`config.mk`:
```
export PLATFORM = sky130hd
export DESIGN_NAME = integer_moving_average_unit
export DESIGN_NICKNAME = d
export VERILOG_FILES = /design/src/rtl/imavg_pkg.sv /design/src/rtl/imavg_ram.sv /design/src/rtl/imavg_div.sv /design/src/rtl/integer_moving_average_unit.sv
export SDC_FILE = /design/constraint.sdc
export NUM_CORES = 1
export LEC_CHECK = 0
export BUFFER_PORTS_ARGS = -buffer_cell sky130_fd_sc_hd__buf_2
export CELL_PAD_IN_SITES_DETAIL_PLACEMENT = 2
export CELL_PAD_IN_SITES_GLOBAL_PLACEMENT = 2
export CORE_MARGIN = 4
export CORE_UTILIZATION = 40
export CTS_CLUSTER_DIAMETER = 80
export DETAILED_ROUTE_END_ITERATION = 8
export MAX_ROUTING_LAYER = met4
export PLACE_DENSITY = 0.81
export SLEW_MARGIN = 20
export SYNTH_ARGS = -nofsm -noshare
export SYNTH_HDL_FRONTEND = slang
export SYNTH_SLANG_ARGS = --single-unit
```
`constraint.sdc`:
```
create_clock -name clk_i -period 4.4 [get_ports clk_i]
set_input_delay 0.88 -clock clk_i [delete_from_list [all_inputs] [get_ports clk_i]]
set_output_delay 0.88 -clock clk_i [all_outputs]
set_load 0.01 [all_outputs]
```
`src/rtl/imavg_pkg.sv`:
```
`timescale 1ns / 1ps

package imavg_pkg;

  // Widths of the sample, the window register and the average.
  localparam int unsigned SAMPLE_W   = 16;
  localparam int unsigned WIN_CFG_W  = 7;
  localparam int unsigned AVG_W      = 16;

  // Window length after reset and the default depth of the sample ring.
  localparam int unsigned DEF_WINDOW = 16;
  localparam int unsigned MAX_WINDOW = 64;

  typedef enum logic [1:0] {
    ST_IDLE,
    ST_UPDATE,
    ST_DIVIDE,
    ST_FINISH
  } imavg_state_e;

endpackage

```
`src/rtl/imavg_ram.sv`:
```
`timescale 1ns / 1ps

module imavg_ram #(
  parameter int unsigned Width = 16,
  parameter int unsigned Depth = 64,
  localparam int unsigned AddrW = (Depth > 1) ? $clog2(Depth) : 1
) (
  input  logic             clk_i,
  input  logic             we_i,
  input  logic [AddrW-1:0] waddr_i,
  input  logic [Width-1:0] wdata_i,
  input  logic             re_i,
  input  logic [AddrW-1:0] raddr_i,
  output logic [Width-1:0] rdata_o
);

  logic [Width-1:0] mem_q [Depth];
  logic [Width-1:0] rdata_q;

  always_ff @(posedge clk_i) begin
    if (we_i) begin
      mem_q[waddr_i] <= wdata_i;
    end
    if (re_i) begin
      rdata_q <= mem_q[raddr_i];
    end
  end

  assign rdata_o = rdata_q;

endmodule

```
`src/rtl/imavg_div.sv`:
```
`timescale 1ns / 1ps

// Restoring divider, one quotient bit per cycle.
module imavg_div #(
  parameter int unsigned DividendW = 22,
  parameter int unsigned DivisorW  = 7,
  parameter int unsigned QuoW      = 16
) (
  input  logic                 clk_i,
  input  logic                 rst_ni,
  input  logic                 start_i,
  input  logic [DividendW-1:0] dividend_i,
  input  logic [DivisorW-1:0]  divisor_i,
  output logic                 done_o,
  output logic [QuoW-1:0]      quotient_o
);

  localparam int unsigned RemW = DivisorW + 1;
  localparam int unsigned CntW = $clog2(DividendW + 1);

  logic [RemW-1:0]      rem_q, rem_d;
  logic [DividendW-1:0] quo_q, quo_d;
  logic [DivisorW-1:0]  dvs_q, dvs_d;
  logic [CntW-1:0]      cnt_q, cnt_d;
  logic                 busy_q, busy_d;
  logic                 done_q, done_d;

  logic [RemW-1:0] shifted;
  logic [RemW:0]   diff;

  // The remainder always stays below the divisor, so its top bit is free
  // to take the next dividend bit.
  assign shifted = {rem_q[RemW-2:0], quo_q[DividendW-1]};
  assign diff    = {1'b0, shifted} - {2'b00, dvs_q};

  always_comb begin
    rem_d  = rem_q;
    quo_d  = quo_q;
    dvs_d  = dvs_q;
    cnt_d  = cnt_q;
    busy_d = busy_q;
    done_d = 1'b0;
    if (start_i) begin
      rem_d  = '0;
      quo_d  = dividend_i;
      dvs_d  = divisor_i;
      cnt_d  = CntW'(DividendW);
      busy_d = 1'b1;
    end else if (busy_q) begin
      if (!diff[RemW]) begin
        rem_d = diff[RemW-1:0];
        quo_d = {quo_q[DividendW-2:0], 1'b1};
      end else begin
        rem_d = shifted;
        quo_d = {quo_q[DividendW-2:0], 1'b0};
      end
      cnt_d = cnt_q - CntW'(1);
      if (cnt_q == CntW'(1)) begin
        busy_d = 1'b0;
        done_d = 1'b1;
      end
    end
  end

  always_ff @(posedge clk_i or negedge rst_ni) begin
    if (!rst_ni) begin
      cnt_q  <= '0;
      busy_q <= 1'b0;
      done_q <= 1'b0;
    end else begin
      cnt_q  <= cnt_d;
      busy_q <= busy_d;
      done_q <= done_d;
    end
  end

  always_ff @(posedge clk_i) begin
    rem_q <= rem_d;
    quo_q <= quo_d;
    dvs_q <= dvs_d;
  end

  assign done_o     = done_q;
  assign quotient_o = quo_q[QuoW-1:0];

endmodule

```
`src/rtl/integer_moving_average_unit.sv`:
```
`timescale 1ns / 1ps

// Channel   Direction  Handshake                 Payload
// input     in         in_valid_i / in_stall_o   sample_i        (16 bits, unsigned)
// output    out        out_valid_o / out_stall_i average_o       (16 bits, unsigned)
// config    in         cfg_we_i                  window_size_i   (7 bits, unsigned)
//
// An accepted sample updates the ring and the running sum; the restoring divider then
// produces one quotient bit per cycle, and the result is loaded into the output register
// once that is free. The next sample is taken only after the return to idle.
// Reset leaves the window at 16 and the filter empty; the ring memory is not cleared,
// because entries at or above the fill count read as zero.
// A stalled result waits in the output register while the next sample is processed.
module integer_moving_average_unit #(
  parameter int unsigned MaxWindow = imavg_pkg::MAX_WINDOW
) (
  input  logic                            clk_i,
  input  logic                            rst_ni,
  input  logic                            cfg_we_i,
  input  logic [imavg_pkg::WIN_CFG_W-1:0] window_size_i,
  input  logic                            in_valid_i,
  output logic                            in_stall_o,
  input  logic [imavg_pkg::SAMPLE_W-1:0]  sample_i,
  output logic                            out_valid_o,
  input  logic                            out_stall_i,
  output logic [imavg_pkg::AVG_W-1:0]     average_o
);

  import imavg_pkg::*;

  // The window register holds values up to MaxWindow. The running sum needs room
  // for MaxWindow full-scale samples, and the ring index addresses MaxWindow entries.
  localparam int unsigned WinW   = $clog2(MaxWindow + 1);
  localparam int unsigned IdxW   = (MaxWindow > 1) ? $clog2(MaxWindow) : 1;
  localparam int unsigned SumW   = SAMPLE_W + ((MaxWindow > 1) ? $clog2(MaxWindow) : 0);
  localparam int unsigned WinRst = (DEF_WINDOW > MaxWindow) ? MaxWindow : DEF_WINDOW;

  imavg_state_e state_q, state_d;

  logic [WinW-1:0]     win_q, win_d;
  logic [SumW-1:0]     sum_q, sum_d;
  logic [IdxW-1:0]     head_q, head_d;
  logic [WinW-1:0]     fill_q, fill_d;
  logic [SAMPLE_W-1:0] sample_q;
  logic [AVG_W-1:0]    out_q;
  logic                out_valid_q, out_valid_d;

  logic                in_accept;
  logic                out_free;
  logic                upd_en;
  logic                out_load;
  logic [WinW-1:0]     win_cfg;
  logic [SAMPLE_W-1:0] ring_rdata;
  logic [SAMPLE_W-1:0] old_sample;
  logic [WinW-1:0]     head_ext;
  logic                div_done;
  logic [AVG_W-1:0]    quotient;

  // A sample is taken only in the idle state; the ring read for its slot is issued
  // in the same cycle so the old entry is ready for the update.
  assign in_accept = in_valid_i && !in_stall_o;

  // The output register may be reloaded when it is empty or drained in this cycle.
  assign out_free  = !out_valid_q || !out_stall_i;

  // Next-state logic of the sequencer.
  always_comb begin
    state_d = state_q;
    unique case (state_q)
      ST_IDLE: begin
        if (in_accept) begin
          state_d = ST_UPDATE;
        end
      end
      ST_UPDATE: begin
        state_d = ST_DIVIDE;
      end
      ST_DIVIDE: begin
        if (div_done) begin
          state_d = ST_FINISH;
        end
      end
      ST_FINISH: begin
        if (out_free) begin
          state_d = ST_IDLE;
        end
      end
      default: begin
        state_d = ST_IDLE;
      end
    endcase
  end

  // Control outputs of the sequencer.
  always_comb begin
    in_stall_o = 1'b1;
    upd_en     = 1'b0;
    out_load   = 1'b0;
    unique case (state_q)
      ST_IDLE: begin
        in_stall_o = 1'b0;
      end
      ST_UPDATE: begin
        upd_en = 1'b1;
      end
      ST_DIVIDE: begin
        out_load = 1'b0;
      end
      ST_FINISH: begin
        out_load = out_free;
      end
      default: begin
        in_stall_o = 1'b1;
      end
    endcase
  end

  // A window write saturates to the range 1..MaxWindow.
  always_comb begin
    if (window_size_i == '0) begin
      win_cfg = WinW'(1);
    end else if (32'(window_size_i) > MaxWindow) begin
      win_cfg = WinW'(MaxWindow);
    end else begin
      win_cfg = WinW'(window_size_i);
    end
  end

  // Since the last clear the ring has been written from slot zero upward, so any slot
  // at or above the fill count holds no sample of the current window and reads as zero.
  assign head_ext   = WinW'(head_q);
  assign old_sample = (head_ext < fill_q) ? ring_rdata : '0;

  always_comb begin
    win_d  = win_q;
    sum_d  = sum_q;
    head_d = head_q;
    fill_d = fill_q;
    if (cfg_we_i) begin
      win_d  = win_cfg;
      sum_d  = '0;
      head_d = '0;
      fill_d = '0;
    end else if (upd_en) begin
      sum_d = sum_q - SumW'(old_sample) + SumW'(sample_q);
      if (head_ext + WinW'(1) == win_q) begin
        head_d = '0;
      end else begin
        head_d = head_q + IdxW'(1);
      end
      if (fill_q < win_q) begin
        fill_d = fill_q + WinW'(1);
      end
    end
  end

  // The output register holds a result until the transaction completes.
  always_comb begin
    out_valid_d = out_valid_q;
    if (out_load) begin
      out_valid_d = 1'b1;
    end else if (out_valid_q && !out_stall_i) begin
      out_valid_d = 1'b0;
    end
  end

  always_ff @(posedge clk_i or negedge rst_ni) begin
    if (!rst_ni) begin
      state_q     <= ST_IDLE;
      win_q       <= WinW'(WinRst);
      sum_q       <= '0;
      head_q      <= '0;
      fill_q      <= '0;
      out_valid_q <= 1'b0;
    end else begin
      state_q     <= state_d;
      win_q       <= win_d;
      sum_q       <= sum_d;
      head_q      <= head_d;
      fill_q      <= fill_d;
      out_valid_q <= out_valid_d;
    end
  end

  always_ff @(posedge clk_i) begin
    if (in_accept) begin
      sample_q <= sample_i;
    end
    if (out_load) begin
      out_q <= quotient;
    end
  end

  // Sample ring: read at the head when a sample is accepted, written there on update.
  imavg_ram #(
    .Width (SAMPLE_W),
    .Depth (MaxWindow)
  ) u_ring (
    .clk_i   (clk_i),
    .we_i    (upd_en),
    .waddr_i (head_q),
    .wdata_i (sample_q),
    .re_i    (in_accept),
    .raddr_i (head_q),
    .rdata_o (ring_rdata)
  );

  // The divider starts on the freshly updated sum and fill count.
  imavg_div #(
    .DividendW (SumW),
    .DivisorW  (WinW),
    .QuoW      (AVG_W)
  ) u_div (
    .clk_i      (clk_i),
    .rst_ni     (rst_ni),
    .start_i    (upd_en),
    .dividend_i (sum_d),
    .divisor_i  (fill_d),
    .done_o     (div_done),
    .quotient_o (quotient)
  );

  assign out_valid_o = out_valid_q;
  assign average_o   = out_q;

endmodule

```
==> results of run 1 <==
-- layer usage --
metal / GRT usage, % / vias up / share of wire (%)
li1: - / 11900 / -
met1: 36.5 / 16300 / 36
met2: 51.6 / 1984 / 49
met3: 6.01 / 683 / 8.1
met4: 16.4 / 0 / 6.6
met5: - / - / 0
-- path summary, 6_finish.rpt --
| path | from | to | slack (ns) | cells past startpoint |
|---|---|---|---|---|
| max | fill_q[1]$_DFF_PN0_ | u_div.quo_q[14]$_DFFE_PP_ | -0.36 | 22 |
| min | rst_ni | u_div.cnt_q[3]$_DFFE_PN0P_ | 0.15 | 1 |
| max reg2reg | fill_q[1]$_DFF_PN0_ | u_div.quo_q[14]$_DFFE_PP_ | -0.36 | 22 |
| min reg2reg | u_div.quo_q[5]$_DFFE_PP_ | average_o[5]$_DFFE_PP_ | 0.46 | 0 |
| max in group asynchronous | rst_ni | head_q[0]$_DFFE_PN0P_ | 3.26 | 2 |
| min in group clk_i | sample_i[10] | sample_q[10]$_DFFE_PP_ | 0.31 | 1 |
-- stage by stage --
step	instance area [sq um]	setup TNS, ns	util, %	hold slack, ns	std cells
2_1_floorplan	47000	0	-	0.426	2795
3_3_place_gp	51700	-1.52	44.4	0.437	4573
3_5_place_dp	51700	-5.48	44.4	0.451	4573
6_report	56100	-2.95	48.2	0.145	4822
5_1_grt	56100	-5.74	48.2	0.158	4817
4_1_cts	55800	-0.252	47.9	0.123	4800
-- registers in the layout, summed over array words and instances (netlist names) --
register	count
average_o	16
u_ring.rdata_o	16
u_div.cnt_q	5
u_ring.mem_q	1024
fill_q	7
state_q	2
u_div.rem_q	7
head_q	6
out_valid_o	1
u_div.dvs_q	7
sum_q	22
sample_q	16
u_div.done_o	1
win_q	7
u_div.busy_q	1
u_div.quo_q	22
-- timing repair --
action | CTS | global route
gates cloned | 1 | 0
setup endpoints to repair | 26 | 26
resized for setup | 72 | 51
pin swaps | 42 | 34
setup buffers | 7 | 11
-- logic make-up (layout without fill, tap and decap cells) --
kind of cell	count (synthesis)	in the layout
buf+inv	265	756
flops	1160	1160
xor+xnor	38	38
mux	282	282
fa+ha+maj	66	66
other cells	0	12
compound gates	566	566
simple gates	418	418
-- power by group --
group	switching (mW)	leakage (nW)	internal [mW]
logic	7.73	6.38	5.00
clock network	4.67	1.81	5.37
registers	0.293	10.7	13.0
-- cells in the final DEF (no fill, tap or decap), types with 57 or more instances in the layout --
cell,n
a21oi_1,106
a221oi_1,87
a22oi_1,97
buf_4,323
clkbuf_16,121
edfxtp_1,1101
inv_1,98
mux2_2,57
mux2i_1,107
mux4_2,90
nand2_1,104
nor2_1,175
o21ai_0,61
-- critical path, cell delays in order, from the launching register on --
cell       delay [ns]
dfrtp_1          0.41
inv_2            0.12
ha_4             0.22
a21o_1           0.17
a21o_1           0.17
a21o_1           0.17
a21o_1           0.17
a21oi_2          0.18
nor2_4           0.09
buf_12           0.17
nor2b_4          0.14
fa_1             0.43
inv_2            0.11
ha_4             0.21
nor2b_4          0.13
o21a_1           0.21
buf_4            0.16
o21ai_4          0.16
a21oi_4          0.09
or3_4            0.34
o2111ai_2        0.12
mux2i_2          0.31
o311ai_1         0.18
-- final cells by class --
type | instances | share of cell area, %
Clock inverter | 70 | 0.928
Antenna cell | 12 | 0.0536
Clock buffer | 149 | 5.62
Tap cell | 1524 | 3.40
Sequential cell | 1160 | 61.6
Multi-Input combinational cell | 1370 | 21.0
Timing Repair Buffer | 426 | 6.73
Inverter | 111 | 0.743
==> impl_metrics.env, run 1 <==
export IMPL_status="finished with violations"
export IMPL_violations="negative setup slack"
export IMPL_skew_ns=0.0420
export IMPL_gp_congestion=0.933
export IMPL_pre_cts_ws_ns=-0.458
export IMPL_crit_required_ns=4.86
export IMPL_final_nets=3283
export IMPL_ys_warn_count=0
export IMPL_fp_dieW_um=351
export IMPL_area_growth_pct=19.3
export IMPL_nFillCells=10700
export IMPL_vias_per_cell=6.39
export IMPL_htreeDepth=3
export IMPL_path_class="reg2reg"
export IMPL_netlist_area_sq_um=47000
export IMPL_synth_nets=2889
export IMPL_synth_compound_area_share_pct=8.41
export IMPL_overflow=0
export IMPL_fmax_mhz=210
export IMPL_core_sq_um=116000
export IMPL_synth_simple_area_share_pct=4.03
export IMPL_synthDistinctLibCells=78
export IMPL_cp_max_fo=7
export IMPL_rows=125
export IMPL_ys_flop_type="edfxtp_1"
export IMPL_synthXorXnorAreaFrac_pct=0.708
export IMPL_synthTopCellsByArea="edfxtp_1 70%, mux4_2 4.3%, dfrtp_1 2.7%, mux2i_1 2.3%, a221oi_1 1.6%"
export IMPL_vdd_drop_max_mv=0.431
export IMPL_synthAdderAreaFrac_pct=2.03
export IMPL_seqCellArea_sq_um=34500
export IMPL_port_buffers=45
export IMPL_grt_max_degree=126
export IMPL_synth_edf_count=1101
export IMPL_cts_buffers=120
export IMPL_maxCapViolations=0
export IMPL_yosys_top_cells_count="1101 x edfxtp_1, 185 x nor2_1, 119 x a21oi_1, 110 x inv_1, 108 x mux2i_1"
export IMPL_finalCritPeriodShare_pct=108
export IMPL_cts_hold_buf=0
export IMPL_clk_pin_slew_ns=0.07
export IMPL_syn_mean_instance_area_sq_um=16.8
export IMPL_seq_area_frac_synth_pct=73.4
export IMPL_grt_pass1_wl_um=264000
export IMPL_dieArea_sq_um=123000
export IMPL_synth_seq_cells=1160
export IMPL_ant_nets=0
export IMPL_synthMuxAreaShare_pct=8.64
export IMPL_grt_pass1_vias=32900
export IMPL_hold_viol_final=0
export IMPL_fin_crit_ns=4.76
export IMPL_rsz0062_at_grt="yes"
export IMPL_multiInputGateArea_sq_um=11800
export IMPL_die_h_um=351
export IMPL_slew_viol_final=0
export IMPL_syn_inst=2795
export IMPL_cts_tree="built"
export IMPL_gr_usage_all_layers_pct=31.3
export IMPL_wl_um=190000
export IMPL_fin_ws_ns=-0.360
export IMPL_yosysMostFrequentCell="edfxtp_1"
export IMPL_wire_per_inst_um=39.4
export IMPL_drive_gt1_share_pct=26.6
export IMPL_antenna_found_initial=9
export IMPL_critPathLaunchType="register"
export IMPL_hold_class="in2async"
export IMPL_async_flop_share_pct=4.48
export IMPL_root_buffer="clkbuf_16"
export IMPL_worst_pin_slew_ns=1.23
export IMPL_power_mw=36.0
export IMPL_start_util_pct=40.4
export IMPL_post_dp_hpwl_um=113000
export IMPL_worstSkewPairLatency_ns=0.76
export IMPL_clockBufferDepth=3
export IMPL_synth_top_area_cell="edfxtp_1"
export IMPL_cp_end_kind="register"
export IMPL_drtIter0Drc=4040
export IMPL_slew_headroom_pct=17.8
export IMPL_io_pins=46
export IMPL_p_leak_nw=18.9
export IMPL_synth_top_family_by_area="multiplexers"
export IMPL_power_density_nw_per_um2=643
export IMPL_setup_viol=21
export IMPL_vias=30800
export IMPL_drt_first_pass_iters=6
export IMPL_cts_sinks=1160
export IMPL_worstPathArrival_ns=5.22
export IMPL_drc=0
export IMPL_synth_top_area_share_pct=70.3
Note: power is estimated with default switching activity, not from simulation.
==> run 2, diff against run 1 <==
--- a/config.mk
+++ b/config.mk
@@ -13,7 +13,7 @@
 export CTS_CLUSTER_DIAMETER = 80
 export DETAILED_ROUTE_END_ITERATION = 8
 export MAX_ROUTING_LAYER = met4
-export PLACE_DENSITY = 0.81
+export PLACE_DENSITY_LB_ADDON = 0.2
 export SLEW_MARGIN = 20
 export SYNTH_ARGS = -nofsm -noshare
 export SYNTH_HDL_FRONTEND = slang
==> run 2 against run 1 <==
  * The run still ends with negative setup slack left
  * Sequential power hardly changed
  * Die area did not move
  * Utilization decreased by 0.44 points
  * Hold slack worse by 0.011 ns
  * Sequential share of layout area rose by 0.56 points
  * Non-clock buffer count shrank 60
  * Register-to-register slack better by 0.32 ns
  * Clock skew fell by 0.0071 ns
  * Clock power up 4%
  * First-iteration DRC count decreased by 24%
  * Count of clock-buffer cells in the layout decreased by 8
  * Largest cell class unchanged
==> impl_metrics.env, run 2 (synthesis gave the netlist of run 1 again) <==
export IMPL_crit_required_ns=4.86
export IMPL_gp_congestion=0.934
export IMPL_max_flop_register="u_ring.mem_q"
export IMPL_power_switching_share_pct=33.2
export IMPL_tns_ns=-0.0903
export IMPL_hold_class="in2async"
export IMPL_fmax_mhz=225
export IMPL_status="finished with violations"
export IMPL_htreeDepth=3
export IMPL_rsz0062_at_grt="yes"
export IMPL_slew_headroom_pct=28.5
export IMPL_vdd_drop_max_mv=0.416
export IMPL_area_growth_pct=18.2
export IMPL_p_comb_share_pct=32.1
export IMPL_power_mw=34.8
export IMPL_slew_viol_final=0
export IMPL_top_regs="u_ring.mem_q x1024, sum_q x22, u_div.quo_q x22"
export IMPL_largest_reg_flops=1024
export IMPL_cp_max_fo=6
export IMPL_worstPathArrival_ns=4.89
export IMPL_cts_sinks=1160
export IMPL_fin_crit_ns=4.44
export IMPL_violations="negative setup slack"
export IMPL_post_dp_hpwl_um=102000
export IMPL_setup_viol=4
export IMPL_dpl_cell_area_sq_um=51100
export IMPL_fin_area_sq_um=55600
export IMPL_drc=0
export IMPL_ant_nets=0
export IMPL_dieArea_sq_um=123000
export IMPL_path_class="reg2reg"
export IMPL_overflow=0
export IMPL_fp_dieW_um=351
export IMPL_clkPwrFrac_pct=29.9
export IMPL_power_frac_seq_pct=38.0
export IMPL_finalCritPeriodShare_pct=101
export IMPL_io_pins=46
export IMPL_skew_ns=0.0349
export IMPL_die_h_um=351
export IMPL_r2r_slack_ns=-0.04
export IMPL_internal_power_mw=23.3
export IMPL_p_switching_mw=11.6
export IMPL_drt_first_pass_iters=5
export IMPL_gr_usage_all_layers_pct=27.5
export IMPL_worst_pin_slew_ns=1.07
export IMPL_cts_tree="built"
export IMPL_final_common_cell="edfxtp_1"
export IMPL_port_buffers=45
export IMPL_grt_pass1_vias=31200
export IMPL_worstSkewPairLatency_ns=0.75
export IMPL_reg2regPathDepth=20
export IMPL_wl_um=165000
export IMPL_antenna_found_initial=15
export IMPL_p_leak_nw=18.7
export IMPL_cp_end_kind="register"
export IMPL_clockBufferDepth=3
export IMPL_setup_worst_path_end="u_div.quo_q[21]$_DFFE_PP_"
export IMPL_grt_max_degree=95
export IMPL_root_buffer="clkbuf_16"
export IMPL_final_cell_mix="1101 x edfxtp_1, 276 x buf_4, 175 x nor2_1, 123 x clkbuf_16, 109 x a21oi_1"
export IMPL_clk_pin_slew_ns=0.06
export IMPL_start_util_pct=40.4
export IMPL_vias=28900
export IMPL_fin_ws_ns=-0.0364
export IMPL_maxCapViolations=0
export IMPL_worstReg2RegStart="head_q[1]$_DFFE_PN0P_"
export IMPL_critPathLaunchType="register"
export IMPL_rows=125
export IMPL_power_density_nw_per_um2=627
export IMPL_hold_viol_final=0
export IMPL_vias_per_cell=6.05
export IMPL_cts_buffers=121
export IMPL_grt_pass1_wl_um=236000
export IMPL_fin_util_pct=47.7
export IMPL_worstReg2RegEnd="u_div.quo_q[21]$_DFFE_PP_"
export IMPL_critPathLaunch="head_q[1]$_DFFE_PN0P_"
export IMPL_core_sq_um=116000
export IMPL_wire_per_inst_um=34.6
export IMPL_final_nets=3224
export IMPL_drive_gt1_share_pct=24.8
export IMPL_drtIter0Drc=3088
==> run 2: per-stage QoR <==
step / setup WS (ns) / hold slack [ns] / std cells
3_3_place_gp: -0.336 / 0.441 / 4517
3_5_place_dp: -0.435 / 0.438 / 4518
4_1_cts: -0.0156 / 0.103 / 4757
6_report: -0.0364 / 0.134 / 4770
5_1_grt: -0.219 / 0.142 / 4768
2_1_floorplan: 0.00838 / 0.426 / 2795
==> run 2: power groups by stage <==
stage	clock, mW	sequential, mW	combinational [mW]
final	10.4	13.2	11.2
after global routing	11.1	13.3	11.9
after CTS	10.6	13.2	10.6
after detailed placement	0	13.5	10.2
after global placement	0	13.4	9.75
after floorplan	0	13.6	5.42
==> run 2: worst max-delay path, stage by stage, from the launching register on <==
cell and delay, ns:
dfrtp_4 0.49, ha_4 0.21, a21o_1 0.15, a21o_1 0.16, a21o_1 0.17, a21o_1 0.17, a21oi_2 0.19, nor2_4 0.09
nor2b_2 0.13, fa_1 0.46, inv_2 0.11, ha_4 0.21, a211oi_2 0.24, buf_4 0.15, o211ai_1 0.12, a21oi_2 0.22
o21ai_2 0.10, or4b_4 0.50, nand3_2 0.08, xor2_1 0.15, o2bb2ai_1 0.07
==> run 2: per-layer routing <==
| layer | vias up | wire [um] | part of all wire [%] | global-route usage, % |
|---|---|---|---|---|
| li1 | 11700 | - | - | - |
| met1 | 15500 | 64900 | 39 | 34.0 |
| met2 | 1298 | 81300 | 49 | 44.9 |
| met3 | 375 | 11300 | 6.8 | 4.96 |
| met4 | 0 | 7670 | 4.6 | 11.2 |
| met5 | - | 0 | 0 | - |
==> run 2: worst min-delay path by stage <==
| stage | startpoint | depth (start not counted) | end |
|---|---|---|---|
| floorplan | u_div.quo_q[11]$_DFFE_PP_ | 0 | average_o[11]$_DFFE_PP_ |
| global placement | u_div.quo_q[13]$_DFFE_PP_ | 0 | average_o[13]$_DFFE_PP_ |
| detailed placement | u_div.quo_q[2]$_DFFE_PP_ | 0 | average_o[2]$_DFFE_PP_ |
| CTS | rst_ni | 1 | state_q[1]$_DFFE_PN0P_ |
| global route | rst_ni | 1 | state_q[1]$_DFFE_PN0P_ |
| finish | rst_ni | 1 | state_q[1]$_DFFE_PN0P_ |
==> run 2: layout make-up <==
cell class	count	area [sq um]
Clock inverter	90	831
Timing Repair Buffer	366	3160
Antenna cell	8	20.0
Inverter	111	417
Fill cell	10700	60800
Multi-Input combinational cell	1370	11500
Tap cell	1524	1910
Clock buffer	141	3170
Sequential cell	1160	34500
==> run 2: what timing repair did <==
| item | in CTS | in global routing |
|---|---|---|
| pin swaps | 20 | 26 |
| gates resized for setup | 28 | 49 |
| hold buffers | 0 | 0 |
| setup endpoints to repair | 24 | 24 |
| setup buffers | 8 | 5 |
